### src/rtl/core/bounded_array_list_engine_assert.svh
// assertion macros for the bounded array list engine
`ifndef BOUNDED_ARRAY_LIST_ENGINE_ASSERT_SVH
`define BOUNDED_ARRAY_LIST_ENGINE_ASSERT_SVH

// same-cycle implication under reset
`define BALE_ASSERT_IMPL(lbl, clk, rst_n, ante, cons, msg) \
    lbl: assert property (@(posedge clk) disable iff (!rst_n) (ante) |-> (cons)) else $error(msg);

// next-cycle implication under reset
`define BALE_ASSERT_NEXT(lbl, clk, rst_n, ante, cons, msg) \
    lbl: assert property (@(posedge clk) disable iff (!rst_n) (ante) |=> (cons)) else $error(msg);

`endif

### src/rtl/core/bale_pkg.sv
// shared constants for the bounded array list engine
`default_nettype none

package bale_pkg;

    localparam int CAPACITY_DEF = 16;
    localparam int DATA_W       = 32;

    localparam logic [2:0] OP_APPEND    = 3'd0;
    localparam logic [2:0] OP_INS_FRONT = 3'd1;
    localparam logic [2:0] OP_INS_SORT  = 3'd2;
    localparam logic [2:0] OP_SEARCH    = 3'd3;
    localparam logic [2:0] OP_DEL_BACK  = 3'd4;
    localparam logic [2:0] OP_DEL_FRONT = 3'd5;
    localparam logic [2:0] OP_DEL_VALUE = 3'd6;

    localparam logic [1:0] ST_DONE  = 2'd0;
    localparam logic [1:0] ST_FULL  = 2'd1;
    localparam logic [1:0] ST_EMPTY = 2'd2;
    localparam logic [1:0] ST_MISS  = 2'd3;

endpackage

`default_nettype wire

### src/rtl/core/bounded_array_list_engine.sv
// bounded array list engine: ordered list of signed words with a sequenced memory
//
//  channel | signals                                      | dir
//  --------+----------------------------------------------+----
//  in      | in_valid, in_stall, opcode, value            | in
//  out     | out_valid, out_stall, status, found,         | out
//          | stored_count, is_empty, is_full              |
//
// one item at a time: the accept state, then a read state and a compare or write state
// for each element scanned or moved, then a finish state that presents the result
// reset clears the count and the handshake state; the memory needs no clearing
// a stalled result holds the finish cycle; a new item can be taken while one waits
`default_nettype none

`include "bounded_array_list_engine_assert.svh"

module bounded_array_list_engine
    import bale_pkg::*;
#(
    parameter int CAPACITY = CAPACITY_DEF,
    parameter int CNT_W    = $clog2(CAPACITY + 1),
    parameter int IDX_W    = $clog2(CAPACITY)
)
(
    input  wire logic                     clk,
    input  wire logic                     rst_n,
    input  wire logic                     in_valid,
    output logic                          in_stall,
    input  wire logic [2:0]               opcode,
    input  wire logic signed [DATA_W-1:0] value,
    output logic                          out_valid,
    input  wire logic                     out_stall,
    output logic [1:0]                    status,
    output logic                          found,
    output logic [CNT_W-1:0]              stored_count,
    output logic                          is_empty,
    output logic                          is_full
);

    typedef enum logic [2:0] {
        S_IDLE,
        S_SCAN_RD,
        S_SCAN_CMP,
        S_UP_RD,
        S_UP_WR,
        S_DN_RD,
        S_DN_WR,
        S_FINISH
    } state_t;

    localparam logic [CNT_W-1:0] CAP_C = CNT_W'(CAPACITY);

    state_t                    state_reg, state_next;
    logic [2:0]                op_reg, op_next;
    logic signed [DATA_W-1:0]  val_reg, val_next;
    logic [CNT_W-1:0]          ptr_reg, ptr_next;
    logic [CNT_W-1:0]          pos_reg, pos_next;
    logic [CNT_W-1:0]          count_reg, count_next;
    logic [1:0]                st_reg, st_next;
    logic                      hit_reg, hit_next;

    logic                      out_valid_reg, out_valid_next;
    logic [1:0]                status_reg, status_next;
    logic                      found_reg, found_next;
    logic [CNT_W-1:0]          cnt_out_reg, cnt_out_next;
    logic                      empty_reg, empty_next;
    logic                      full_reg, full_next;

    logic [DATA_W-1:0]         mem [CAPACITY];
    logic [DATA_W-1:0]         rdata_reg;
    logic                      rd_en, wr_en;
    logic [IDX_W-1:0]          rd_addr, wr_addr;
    logic [DATA_W-1:0]         wr_data;

    logic                      accept;
    logic                      cmp_lt, cmp_eq;
    logic [CNT_W-1:0]          ptr_inc, ptr_dec;

    assign in_stall     = (state_reg != S_IDLE);
    assign accept       = in_valid && !in_stall;
    assign out_valid    = out_valid_reg;
    assign status       = status_reg;
    assign found        = found_reg;
    assign stored_count = cnt_out_reg;
    assign is_empty     = empty_reg;
    assign is_full      = full_reg;

    // shared compare unit
    assign cmp_lt  = $signed(rdata_reg) < val_reg;
    assign cmp_eq  = rdata_reg == val_reg;
    assign ptr_inc = ptr_reg + CNT_W'(1);
    assign ptr_dec = ptr_reg - CNT_W'(1);

    always_comb
    begin
        state_next     = state_reg;
        op_next        = op_reg;
        val_next       = val_reg;
        ptr_next       = ptr_reg;
        pos_next       = pos_reg;
        count_next     = count_reg;
        st_next        = st_reg;
        hit_next       = hit_reg;
        out_valid_next = out_valid_reg;
        status_next    = status_reg;
        found_next     = found_reg;
        cnt_out_next   = cnt_out_reg;
        empty_next     = empty_reg;
        full_next      = full_reg;
        rd_en          = 1'b0;
        rd_addr        = '0;
        wr_en          = 1'b0;
        wr_addr        = '0;
        wr_data        = val_reg;

        if (out_valid_reg && !out_stall)
        begin
            out_valid_next = 1'b0;
        end

        unique case (state_reg)
            S_IDLE:
            begin
                if (accept)
                begin
                    op_next    = opcode;
                    val_next   = value;
                    st_next    = ST_DONE;
                    hit_next   = 1'b0;
                    ptr_next   = '0;
                    pos_next   = '0;
                    state_next = S_FINISH;
                    unique case (opcode)
                        OP_APPEND:
                        begin
                            if (count_reg == CAP_C)
                            begin
                                st_next = ST_FULL;
                            end
                            else
                            begin
                                pos_next   = count_reg;
                                ptr_next   = count_reg;
                                state_next = S_UP_RD;
                            end
                        end
                        OP_INS_FRONT:
                        begin
                            if (count_reg == CAP_C)
                            begin
                                st_next = ST_FULL;
                            end
                            else
                            begin
                                ptr_next   = count_reg;
                                state_next = S_UP_RD;
                            end
                        end
                        OP_INS_SORT:
                        begin
                            if (count_reg == CAP_C)
                            begin
                                st_next = ST_FULL;
                            end
                            else
                            begin
                                state_next = S_SCAN_RD;
                            end
                        end
                        OP_SEARCH:
                        begin
                            state_next = S_SCAN_RD;
                        end
                        OP_DEL_BACK:
                        begin
                            if (count_reg == '0)
                            begin
                                st_next = ST_EMPTY;
                            end
                            else
                            begin
                                count_next = count_reg - CNT_W'(1);
                            end
                        end
                        OP_DEL_FRONT:
                        begin
                            if (count_reg == '0)
                            begin
                                st_next = ST_EMPTY;
                            end
                            else
                            begin
                                state_next = S_DN_RD;
                            end
                        end
                        OP_DEL_VALUE:
                        begin
                            if (count_reg == '0)
                            begin
                                st_next = ST_EMPTY;
                            end
                            else
                            begin
                                state_next = S_SCAN_RD;
                            end
                        end
                        default:
                        begin
                            state_next = S_FINISH;
                        end
                    endcase
                end
            end

            S_SCAN_RD:
            begin
                if (ptr_reg < count_reg)
                begin
                    rd_en      = 1'b1;
                    rd_addr    = ptr_reg[IDX_W-1:0];
                    state_next = S_SCAN_CMP;
                end
                else if (op_reg == OP_INS_SORT)
                begin
                    pos_next   = ptr_reg;
                    ptr_next   = count_reg;
                    state_next = S_UP_RD;
                end
                else
                begin
                    st_next    = ST_MISS;
                    state_next = S_FINISH;
                end
            end

            S_SCAN_CMP:
            begin
                if (op_reg == OP_INS_SORT)
                begin
                    if (cmp_lt)
                    begin
                        ptr_next   = ptr_inc;
                        state_next = S_SCAN_RD;
                    end
                    else
                    begin
                        pos_next   = ptr_reg;
                        ptr_next   = count_reg;
                        state_next = S_UP_RD;
                    end
                end
                else if (cmp_eq)
                begin
                    hit_next   = 1'b1;
                    state_next = (op_reg == OP_DEL_VALUE) ? S_DN_RD : S_FINISH;
                end
                else
                begin
                    ptr_next   = ptr_inc;
                    state_next = S_SCAN_RD;
                end
            end

            S_UP_RD:
            begin
                if (ptr_reg > pos_reg)
                begin
                    rd_en      = 1'b1;
                    rd_addr    = ptr_dec[IDX_W-1:0];
                    state_next = S_UP_WR;
                end
                else
                begin
                    wr_en      = 1'b1;
                    wr_addr    = pos_reg[IDX_W-1:0];
                    wr_data    = val_reg;
                    count_next = count_reg + CNT_W'(1);
                    state_next = S_FINISH;
                end
            end

            S_UP_WR:
            begin
                wr_en      = 1'b1;
                wr_addr    = ptr_reg[IDX_W-1:0];
                wr_data    = rdata_reg;
                ptr_next   = ptr_dec;
                state_next = S_UP_RD;
            end

            S_DN_RD:
            begin
                if (ptr_inc < count_reg)
                begin
                    rd_en      = 1'b1;
                    rd_addr    = ptr_inc[IDX_W-1:0];
                    state_next = S_DN_WR;
                end
                else
                begin
                    count_next = count_reg - CNT_W'(1);
                    state_next = S_FINISH;
                end
            end

            S_DN_WR:
            begin
                wr_en      = 1'b1;
                wr_addr    = ptr_reg[IDX_W-1:0];
                wr_data    = rdata_reg;
                ptr_next   = ptr_inc;
                state_next = S_DN_RD;
            end

            S_FINISH:
            begin
                if (!out_valid_reg || !out_stall)
                begin
                    out_valid_next = 1'b1;
                    status_next    = st_reg;
                    found_next     = hit_reg;
                    cnt_out_next   = count_reg;
                    empty_next     = (count_reg == '0);
                    full_next      = (count_reg == CAP_C);
                    state_next     = S_IDLE;
                end
            end

            default:
            begin
                state_next = S_IDLE;
            end
        endcase
    end

    always_ff @(posedge clk or negedge rst_n)
    begin
        if (!rst_n)
        begin
            state_reg     <= S_IDLE;
            count_reg     <= '0;
            out_valid_reg <= 1'b0;
            op_reg        <= '0;
            ptr_reg       <= '0;
            pos_reg       <= '0;
            st_reg        <= ST_DONE;
            hit_reg       <= 1'b0;
        end
        else
        begin
            state_reg     <= state_next;
            count_reg     <= count_next;
            out_valid_reg <= out_valid_next;
            op_reg        <= op_next;
            ptr_reg       <= ptr_next;
            pos_reg       <= pos_next;
            st_reg        <= st_next;
            hit_reg       <= hit_next;
        end
    end

    // payload registers
    always_ff @(posedge clk)
    begin
        val_reg     <= val_next;
        status_reg  <= status_next;
        found_reg   <= found_next;
        cnt_out_reg <= cnt_out_next;
        empty_reg   <= empty_next;
        full_reg    <= full_next;
    end

    // element memory
    always_ff @(posedge clk)
    begin
        if (wr_en)
        begin
            mem[wr_addr] <= wr_data;
        end
    end

    always_ff @(posedge clk)
    begin
        if (rd_en)
        begin
            rdata_reg <= mem[rd_addr];
        end
    end

    `BALE_ASSERT_IMPL(a_count_bound, clk, rst_n, 1'b1, count_reg <= CAP_C,
        "count above capacity")
    `BALE_ASSERT_NEXT(a_accept_busy, clk, rst_n, accept, state_reg != S_IDLE,
        "accept left engine idle")
    `BALE_ASSERT_IMPL(a_full_flag, clk, rst_n, out_valid && status == ST_FULL, is_full,
        "refused insert on non-full list")
    `BALE_ASSERT_IMPL(a_empty_flag, clk, rst_n, out_valid && status == ST_EMPTY, is_empty,
        "empty status on non-empty list")
    `BALE_ASSERT_IMPL(a_found_done, clk, rst_n, out_valid && found, status == ST_DONE,
        "found with error status")

endmodule

`default_nettype wire
### config.mk
export PLATFORM = sky130hd
export DESIGN_NAME = bounded_array_list_engine
export DESIGN_NICKNAME = d
export VERILOG_FILES = /design/src/rtl/core/bale_pkg.sv /design/src/rtl/core/bounded_array_list_engine.sv
export VERILOG_INCLUDE_DIRS = /design/src /design/src/rtl/core
export SDC_FILE = /design/constraint.sdc
export NUM_CORES = 1
export LEC_CHECK = 0
export ABC_AREA = 1
export BUFFER_PORTS_ARGS = -buffer_cell sky130_fd_sc_hd__buf_2
export CAP_MARGIN = 15
export CORE_UTILIZATION = 40
export CTS_CLUSTER_DIAMETER = 120
export DETAILED_ROUTE_END_ITERATION = 7
export GPL_TIMING_DRIVEN = 0
export PLACE_DENSITY_LB_ADDON = 0.3
export SLEW_MARGIN = 25
export SYNTH_ARGS = -nofsm -noshare
export SYNTH_HDL_FRONTEND = slang
export SYNTH_SLANG_ARGS = --single-unit
### constraint.sdc
create_clock -name clk -period 9.24 [get_ports clk]
set_input_delay 0.924 -clock clk [delete_from_list [all_inputs] [get_ports clk]]
set_output_delay 0.924 -clock clk [all_outputs]
set_load 0.005 [all_outputs]
==> metrics, run 1 <==
CP required 9.60 ns; DRC errors left 1; status finished with violations; hold_buf cts 0; Pwr Density 386.1 nW/µm²; antenna violations before repair 1; Final min period 4.058 ns; fraction of layout cells with a size suffix above 1 11.53%; Routed WL 77020 µm; Startpoint Class register; GR Util met1 29.84%; #FFs+latches synth 611; Routed WL per cell 20.54 µm; DR vias/cell 5.309; cell area after layout 32300 µm²; die area 70370 µm²; CP max stage delay 0.56 ns; CP bufs+invs 4; CTS Root Buffer Type clkbuf_16; Crit-path slowest cell dfrtp_1; area of the multi-input gates 7193 µm²; Layout Nets 2856; I/O Buffers 50; first-pass detailed-route iteration total 7; Worst Hold Class primary input to async pin; Fin Clk Skew 0.03409 ns; Final WS setup 5.182 ns; Detailed Place HPWL 53280 µm; nature of the critical path endpoint register; violated checks DRC; Clock transition at path regs 0.06 ns; GRT Max-Usage Layer met2; Initial DRC Count 1986; FF+latch area 18220 µm²; RSZ-0062 raised after global routing no; Netlist cell types 38; actual slew at the worst max-slew pin 0.9956 ns; Worst IR Drop VDD 0.1943 mV; Global Route Usage Sum 22.00%; Final Cycle Share 43.92%; number of global-route vias before repair 19280; Syn Inst Count 2606; CTS tree yes; Final Hold Viols 0; Max Clock Freq 246.4 MHz; Clock Latency Late Sink 0.62 ns; met3 Use GR 2.999%; Synth Area per Inst 10.64 µm²; core area 68590 µm²; Cells after DPL 3627; Worst Setup Path Type register to register; Clock Sinks 611; DIE HEIGHT 265.3 µm; synthesized area 27720 µm²; Crit path arrival time 4.41 ns; Ys Warns 0; TritonCTS Buffers 68; FP Rows 96; Total Negative Setup Slacks 0 ns; fin cells 3750; Seq/Total Area, Yosys 65.73%; # Post-CTS Setup Buffers 0; Area Growth Syn to Fin 16.52%; Critical R2R Launch ptr_reg[0]; post-place instance area 30070 µm²; # fillers 6223; gpl congestion 0.9066; Via Count 19910; CP most frequent cell nand3_1; largest net degree at the start of global routing 34; Syn Nets 2696; setup violators final 0; Final ANT Viol Nets 0; Clock Path Buffers 3; met2 Usage GRT 36.01%; CP max FO 10; Max Slew Vio Count 0; Placement Setup Slack 5.238 ns; Resize count post-CTS 0; Ports 51; H-tree Lvls 3; fin util 47.10%; max reg flops 512; crit path launch ptr_reg[0]; Slew headroom 33.62%; Static Leakage 13.06 nW; Die Wd 265.3 µm; critical path's top delay family simple AND/OR/NAND/NOR gates; n_diodes 0; Overflow after GRT 0; first-pass GRT wire length 116400 µm; Critical Path, Cell by Cell ha_1 > nand3_1 > xor2_1 > inv_1 > ha_1 > nand2_1 > nor2_1 > o21ai_0 > nand2_1 > inv_1 > nand3_1 > clkbuf_2 > buf_1 > nand4_1 > nand3_1 > nand3_1 > nand3_1 > nand2_1; number of max-cap violations 0; starting density of the core 40.42%
## synth_stat cells (all sizes together)
cell     count  area [µm²]
a211oi       1       7.510
a21o         1       7.510
a221oi       2       17.52
nand2      489        1836
o21a         7       52.55
nand4      139       869.6
o221ai       1       15.01
o21ai      115       575.6
or2          2       12.52
a41oi        1       8.760
o22ai       12       75.07
xnor2        2       17.52
buf         94       485.5
o2111ai      2       23.77
nor2        65       254.0
and3         1       6.260
dfrtp       25       625.6
inv        497        1866
a31oi        1       6.260
nor3         4       30.03
nand3      353        1772
ha          50       625.6
a22oi        1       7.510
fa           1       20.02
xor2         8       70.07
o211ai      66       495.5
clkbuf      44       165.2
edfxtp     586       17600
a21oi       36       180.2
## worst reg2reg max path, stage by stage, from the launching register on
cell	delay (ns)
dfrtp_1	0.56
ha_1	0.25
nand3_1	0.11
xor2_1	0.19
inv_1	0.10
ha_1	0.30
nand2_1	0.06
nor2_1	0.09
o21ai_0	0.08
nand2_1	0.15
inv_1	0.06
nand3_1	0.12
clkbuf_2	0.53
buf_1	0.52
nand4_1	0.19
nand3_1	0.15
nand3_1	0.11
nand3_1	0.18
nand2_1	0.10
## stage by stage
step	power, mW	hold slack, ns
after global placement	9.472	0.4377
after CTS	12.47	0.3178
after floorplan	7.573	0.4249
final	12.47	0.3118
after detailed placement	9.729	0.4405
after global routing	13.16	0.3526
## worst paths after layout
kind,end,slack [ns],depth (start not counted)
setup reg to reg,rdata_reg[28],5.18,18
hold reg to reg,status[0],0.45,0
hold / removal,ptr_reg[4],0.31,1
min in group clk,status[0],0.45,0
max in group asynchronous,st_reg[0],8.51,1
setup / recovery,rdata_reg[28],5.18,18
## routing by layer
metal  vias to the layer above  wire length [µm]
li1                       9240                 -
met1                      9640             32330
met2                       859             36180
met3                       169              6009
met4                         0              2504
met5                         -                 0
## power by group
group	switching (mW)	internal (mW)	leakage, nW
clock network	1.10	1.63	1.09
registers	0.171	3.95	5.62
logic	4.02	1.60	6.35
total	5.29	7.18	13.1
## cells by family after synthesis
group | Yosys count | share of synthesized area (%)
xor gates and xnor gates | 10 | 0.3159
DFF | 611 | 65.73
buffers and inverters | 635 | 9.076
adders and majority gates | 51 | 2.329
AOI/OAI and AO/OA | 246 | 5.312
and+or+nand+nor | 1053 | 17.24
## area by class of cell
type	count	area share, %
Sequential cell	611	56.41
Clock inverter	30	1.077
Timing Repair Buffer	90	2.990
Multi-Input combinational cell	1360	22.27
Inverter	497	5.783
Buffer	138	2.018
Tap cell	931	3.606
Clock buffer	93	5.849
## cell usage in the layout, fill, tap and decap left out, types with 24 or more instances in the layout
cell type / n
a21oi_1: 36
buf_2: 120
buf_4: 24
clkbuf_1: 62
clkbuf_16: 71
dfrtp_1: 25
edfxtp_1: 586
ha_1: 50
inv_1: 486
nand2_1: 488
nand3_1: 352
nand4_1: 139
nor2_1: 46
o211ai_1: 66
o21ai_0: 55
o21ai_1: 40
No activity file was read; power rests on OpenSTA's default activity.
==> run 2, diff against run 1 <==
==> constraint.sdc (replaced) <==
create_clock -name clk -period 3.3 [get_ports clk]
set_input_delay 0.33 -clock clk [delete_from_list [all_inputs] [get_ports clk]]
set_output_delay 0.33 -clock clk [all_outputs]
set_load 0.005 [all_outputs]
==> metrics, run 2 (synthesized netlist as in run 1, its figures left out) <==
Detailed Place HPWL 53280 µm (about the same); min-delay src opcode[1]; Final ANT Viol Nets 0 (unchanged); Total Negative Setup Slacks 0 ns (unchanged); commonest non-fill, non-tap cell in the layout edfxtp_1 (unchanged); H-tree Lvls 3 (unchanged); Critical R2R Launch ptr_reg[0] (unchanged); Worst R2R Path Depth 19 (was 18); Initial DRC Count 2198 (was 1986); status complete, no violations (was finished with violations); Worst IR Drop VDD 0.4874 mV (was 0.1943 mV); setup violators final 0 (unchanged); Critical Path, Cell by Cell ha_4 > nand3_2 > xor2_1 > inv_1 > ha_4 > a21oi_2 > o21a_1 > nand2_2 > inv_2 > nand3_4 > nand3_4 > buf_6 > buf_12 > buf_4 > nand2_1 > o211ai_1 > nand3_1 > nand3_1 > nand2_1 (was ha_1 > nand3_1 > xor2_1 > inv_1 > ha_1 > nand2_1 > nor2_1 > o21ai_0 > nand2_1 > inv_1 > nand3_1 > clkbuf_2 > buf_1 > nand4_1 > nand3_1 > nand3_1 > nand3_1 > nand2_1); Worst Setup Path Type register to register (unchanged); Global Route Usage Sum 23.05% (was 22.00%); CP max FO 10 (unchanged); Max Clock Freq 309.6 MHz (was 246.4 MHz); Worst Hold Class primary input to register (was primary input to async pin); Clock Sinks 611 (unchanged); r2r endpoint rdata_reg[0] (was rdata_reg[28]); Static Leakage 13.75 nW (was 13.06 nW); Layout Nets 2932 (was 2856); first-pass GRT wire length 121100 µm (was 116400 µm); DIE HEIGHT 265.3 µm (unchanged); fin util 49.46% (was 47.10%); Final Cycle Share 97.87% (was 43.92%); Max Slew Vio Count 0 (unchanged); largest net degree at the start of global routing 34 (unchanged); starting density of the core 40.42% (unchanged); CP bufs+invs 5 (was 4); Routed WL per cell 21.17 µm (was 20.54 µm); core area 68590 µm² (unchanged); Hold Path Depth 3; Clock Path Buffers 3 (unchanged); Fin Clk Skew 0.02955 ns (was 0.03409 ns); number of max-cap violations 0 (unchanged); CTS Root Buffer Type clkbuf_16 (unchanged); Hold EP op_reg[1]; CTS tree yes (unchanged); Slew headroom 38.53% (was 33.62%); Pwr Density 1100 nW/µm² (was 386.1 nW/µm²); gpl congestion 0.8810 (was 0.9066); Final Hold Viols 0 (unchanged); Routed WL 80940 µm (was 77020 µm); Clock Latency Late Sink 0.63 ns (was 0.62 ns); Ports 51 (unchanged); Die Wd 265.3 µm (unchanged); CP required 3.65 ns (was 9.60 ns); fin cells 3823 (was 3750); I/O Buffers 50 (unchanged); actual slew at the worst max-slew pin 0.9221 ns (was 0.9956 ns); max reg flops 512 (unchanged); Area Growth Syn to Fin 22.35% (was 16.52%); Overflow after GRT 0 (unchanged); Crit-path slowest cell dfrtp_2 (was dfrtp_1); die area 70370 µm² (unchanged); Startpoint Class register (unchanged); CP max stage delay 0.47 ns (was 0.56 ns); FP Rows 96 (unchanged); register-to-register setup slack 0.07 ns (was 5.18 ns); Crit path arrival time 3.58 ns (was 4.41 ns); Clock transition at path regs 0.06 ns (about the same); Final min period 3.230 ns (was 4.058 ns); fraction of layout cells with a size suffix above 1 16.78% (was 11.53%); DRC errors left 0 (was 1); commonest cells after routing, fill and taps aside 586 x edfxtp_1, 480 x inv_1, 480 x nand2_1 (was 586 x edfxtp_1, 488 x nand2_1, 486 x inv_1); TritonCTS Buffers 68 (unchanged); critical path's top delay family simple AND/OR/NAND/NOR gates (unchanged); Via Count 20390 (was 19910); number of global-route vias before repair 19690 (was 19280); nature of the critical path endpoint register (unchanged); first-pass detailed-route iteration total 6 (was 7); RSZ-0062 raised after global routing yes (was no); Cells after DPL 3628 (was 3627); antenna violations before repair 0 (was 1); DR vias/cell 5.334 (was 5.309)
[run 2: worst max path at each step]
stage / slack, ns / depth (start not counted) / from / endpoint
after floorplan: -0.34 / 13 / ptr_reg[2] / mem[10][0]
after global placement: -2.42 / 13 / ptr_reg[2] / mem[6][13]
after detailed placement: -0.74 / 17 / ptr_reg[0] / rdata_reg[20]
after CTS: 0.0009 / 21 / ptr_reg[0] / rdata_reg[26]
after global routing: -0.06 / 14 / ptr_reg[2] / mem[8][16]
final: 0.07 / 19 / ptr_reg[0] / rdata_reg[0]
[run 2: where the power goes]
part / switching [mW] / internal (mW)
Combinational: 12.2 / 6.03
Clock: 3.19 / 4.39
Sequential: 0.497 / 11.1
[run 2: cell type report]
cell class	instances	area, µm²
tap	931	1165
inverter	497	1877
buffer	135	1044
clock inverter	38	436.7
clock buffer	81	1760
multi-input combinational	1360	7515
antenna	1	2.502
timing repair buffer	169	1893
sequential	611	18230
fill	6015	34670
[run 2: worst register-to-register path: stages (launching register included)]
cell	delay, ns
dfrtp_2	0.47
ha_4	0.19
nand3_2	0.07
xor2_1	0.19
inv_1	0.11
ha_4	0.23
a21oi_2	0.11
o21a_1	0.14
nand2_2	0.09
inv_2	0.08
nand3_4	0.10
nand3_4	0.13
buf_6	0.15
buf_12	0.14
buf_4	0.21
nand2_1	0.08
o211ai_1	0.09
nand3_1	0.17
nand3_1	0.13
nand2_1	0.08
[run 2: stage by stage]
stage	total power, mW	instance area (µm²)	setup WS, ns	hold WS, ns
floorplan	21.21	27760	-0.3432	0.03441
global placement	26.60	29170	-2.424	0.3837
detailed placement	27.45	30100	-0.7416	0.3946
CTS	36.42	33460	0.0008844	0.02290
global route	39.27	33920	-0.05512	0.06703
finish	37.31	33920	0.07014	0.05717
[run 2: layer usage]
layer	track usage, %	vias up	share of wire [%]
met4	7.811	0	3.2
met5	0	-	0
met3	4.212	184	8.2
met1	31.16	9861	42
li1	-	9404	-
met2	37.34	942	47
[run 2: timing repair]
item / CTS / global route
endpoints found under the setup margin: 371 / 472
endpoints found under the hold margin: 58 / 0
cloned: 3 / 2
hold buffers: 34 / 0
gates resized for setup: 126 / 146
buffers inserted: 33 / 6
pin swaps: 18 / 21
==> run 3, diff against run 2 <==
--- a/config.mk
+++ b/config.mk
@@ -9,6 +9,8 @@
 export ABC_AREA = 1
 export BUFFER_PORTS_ARGS = -buffer_cell sky130_fd_sc_hd__buf_2
 export CAP_MARGIN = 15
+export CELL_PAD_IN_SITES_DETAIL_PLACEMENT = 0
+export CELL_PAD_IN_SITES_GLOBAL_PLACEMENT = 1
 export CORE_UTILIZATION = 40
 export CTS_CLUSTER_DIAMETER = 120
 export DETAILED_ROUTE_END_ITERATION = 7
==> metrics, run 3 (synthesized netlist as in run 1, its figures left out) <==
Pwr Density 1091 nW/µm² (was 1100 nW/µm²); actual slew at the worst max-slew pin 0.9067 ns (was 0.9221 ns); Power Internal 21.34 mW (was 21.47 mW); Static Leakage 13.70 nW (was 13.75 nW); Clk network pwr share 20.0% (was 20.3%); CP max stage delay 0.64 ns (was 0.47 ns); H-tree Lvls 3 (unchanged); Die Wd 265.3 µm (unchanged); Area Growth Syn to Fin 21.70% (was 22.35%); Clock Latency Late Sink 0.62 ns (was 0.63 ns); status complete, no violations (unchanged); commonest non-fill, non-tap cell in the layout edfxtp_1 (unchanged); Clock Sinks 611 (unchanged); Initial DRC Count 1735 (was 2198); Final ANT Viol Nets 0 (unchanged); Ports 51 (unchanged); Crit path arrival time 3.55 ns (was 3.58 ns); DRC errors left 0 (unchanged); Worst Hold Class primary input to register (unchanged); nature of the critical path endpoint register (unchanged); Clock transition at path regs 0.06 ns (about the same); CTS Root Buffer Type clkbuf_16 (unchanged); FP Rows 96 (unchanged); CTS tree yes (unchanged); setup violators final 0 (unchanged); TritonCTS Buffers 68 (unchanged); Max Clock Freq 309.1 MHz (was 309.6 MHz); area of the multi-input gates 7398 µm² (was 7515 µm²); Clock Path Buffers 3 (unchanged); CP bufs+invs 5 (unchanged); Routed WL 81110 µm (was 80940 µm); cell area after layout 33740 µm² (was 33920 µm²); fraction of layout cells with a size suffix above 1 15.99% (was 16.78%); Total Negative Setup Slacks 0 ns (unchanged); Startpoint Class register (unchanged); Routed WL per cell 21.16 µm (was 21.17 µm); fin util 49.20% (was 49.46%); Worst IR Drop VDD 0.5825 mV (was 0.4874 mV); Worst Setup Path Type register to register (unchanged); antenna violations before repair 1 (was 0); Layout Nets 2938 (was 2932); Via Count 19890 (was 20390); I/O Buffers 50 (unchanged); Logic pwr share 48.6% (was 48.7%); Detailed Place HPWL 54800 µm (was 53280 µm); FF+latch area 18230 µm² (about the same); number of global-route vias before repair 19280 (was 19690); RSZ-0062 raised after global routing yes (unchanged); commonest cells after routing, fill and taps aside 586 x edfxtp_1, 482 x nand2_1, 480 x inv_1 (was 586 x edfxtp_1, 480 x inv_1, 480 x nand2_1); switching component of the power 15.48 mW (was 15.84 mW); Sw Share 42.04% (was 42.46%); DIE HEIGHT 265.3 µm (unchanged); Critical Path, Cell by Cell inv_2 > nor2_2 > inv_2 > clkbuf_1 > o22ai_1 > nand2_1 > nor2_4 > buf_12 > buf_16 (was ha_4 > nand3_2 > xor2_1 > inv_1 > ha_4 > a21oi_2 > o21a_1 > nand2_2 > inv_2 > nand3_4 > nand3_4 > buf_6 > buf_12 > buf_4 > nand2_1 > o211ai_1 > nand3_1 > nand3_1 > nand2_1); Overflow after GRT 0 (unchanged); Crit-path slowest cell nor2_2 (was dfrtp_2); Final min period 3.235 ns (was 3.230 ns); post-place instance area 30000 µm² (was 30100 µm²); first-pass GRT wire length 119500 µm (was 121100 µm); CP required 3.61 ns (was 3.65 ns); Global Route Usage Sum 23.08% (was 23.05%); first-pass detailed-route iteration total 5 (was 6); CP max FO 19 (was 10); # fillers 6135 (was 6015); max reg flops 512 (unchanged); sequential share of power 31.3% (was 31.0%); largest net degree at the start of global routing 34 (unchanged); critical path's top delay family simple AND/OR/NAND/NOR gates (unchanged); DR vias/cell 5.187 (was 5.334); Max Slew Vio Count 0 (unchanged); die area 70370 µm² (unchanged); CP most frequent cell inv_2; Fin Clk Skew 0.02828 ns (was 0.02955 ns); Slew headroom 39.55% (was 38.53%); Final Hold Viols 0 (unchanged); Final Cycle Share 98.04% (was 97.87%); gpl congestion 0.8572 (was 0.8810); starting density of the core 40.42% (unchanged); core area 68590 µm² (unchanged); number of max-cap violations 0 (unchanged)
==> run 3: changes by cell type in the layout (fill, tap and decap cells not counted), moves of 4 or more <==
cell and change:
o21ai_2 -6, buf_12 +9, clkbuf_1 +5, o21ai_0 -4
buf_4 +5, nand3_1 +13, o21ai_1 +11, clkbuf_16 +4
buf_6 -7, nand3_2 -13, buf_16 -10, buf_8 +4
==> run 3: area by class of cell <==
type / instances / area share, %
clock buffers: 88 / 5.455
repair buffers: 172 / 5.577
flip-flops and latches: 611 / 54.02
multi-input cells: 1360 / 21.93
well taps: 931 / 3.452
inverters: 497 / 5.566
clock inverters: 36 / 0.8937
plain buffers: 138 / 3.104
diodes: 1 / 0.007416
==> run 3: power by group through the flow <==
stage	Clock (mW)	Combinational, mW	Sequential, mW
after CTS	7.48	17.3	11.5
final	7.38	17.9	11.5
after global placement	0	14.8	11.8
after detailed placement	0	15.7	11.7
after global routing	7.78	19.4	11.6
after floorplan	0	9.63	11.6
==> run 3: timing repair <==
action	CTS	global route
buffers inserted	37	9
setup endpoints to repair	372	394
gates cloned	3	2
pin swaps	23	13
hold buffers	34	0
resized for setup	145	90
hold endpoints to repair	58	0
==> run 3: through the flow <==
stage	hold WS (ns)	instances	power [mW]	setup WS, ns
after global placement	0.3721	3587	26.60	-2.414
final	0.08048	3834	36.82	0.06479
after floorplan	0.03441	2606	21.21	-0.3432
after CTS	0.05118	3824	36.34	-0.01685
after global routing	0.07560	3833	38.86	-0.06596
after detailed placement	0.3761	3626	27.35	-0.7596
==> run 3: final timing paths <==
| path | slack, ns | to | startpoint | depth (start not counted) |
|---|---|---|---|---|
| min reg2reg | 0.45 | status[0] | st_reg[0] | 0 |
| min in group asynchronous | 0.25 | pos_reg[1] | rst_n | 2 |
| max reg2reg | 0.06 | mem[5][25] | state_reg[2] | 9 |
| max in group asynchronous | 2.60 | count_reg[2] | rst_n | 2 |
| min | 0.08 | op_reg[1] | opcode[1] | 3 |
| max | 0.06 | mem[5][25] | state_reg[2] | 9 |
==> run 3: worst min-delay path: stages <==
cell and delay (ns):
buf_2 0.12, nor2_1 0.06, a21oi_1 0.12
==> run 3: metal layers <==
metal | vias to the layer above | part of all wire [%] | global-route usage, %
met4 | 0 | 3.2 | 8.311
met3 | 145 | 7.1 | 5.231
met1 | 9611 | 43 | 30.34
li1 | 9423 | - | -
met5 | - | 0 | 0
met2 | 708 | 47 | 37.40
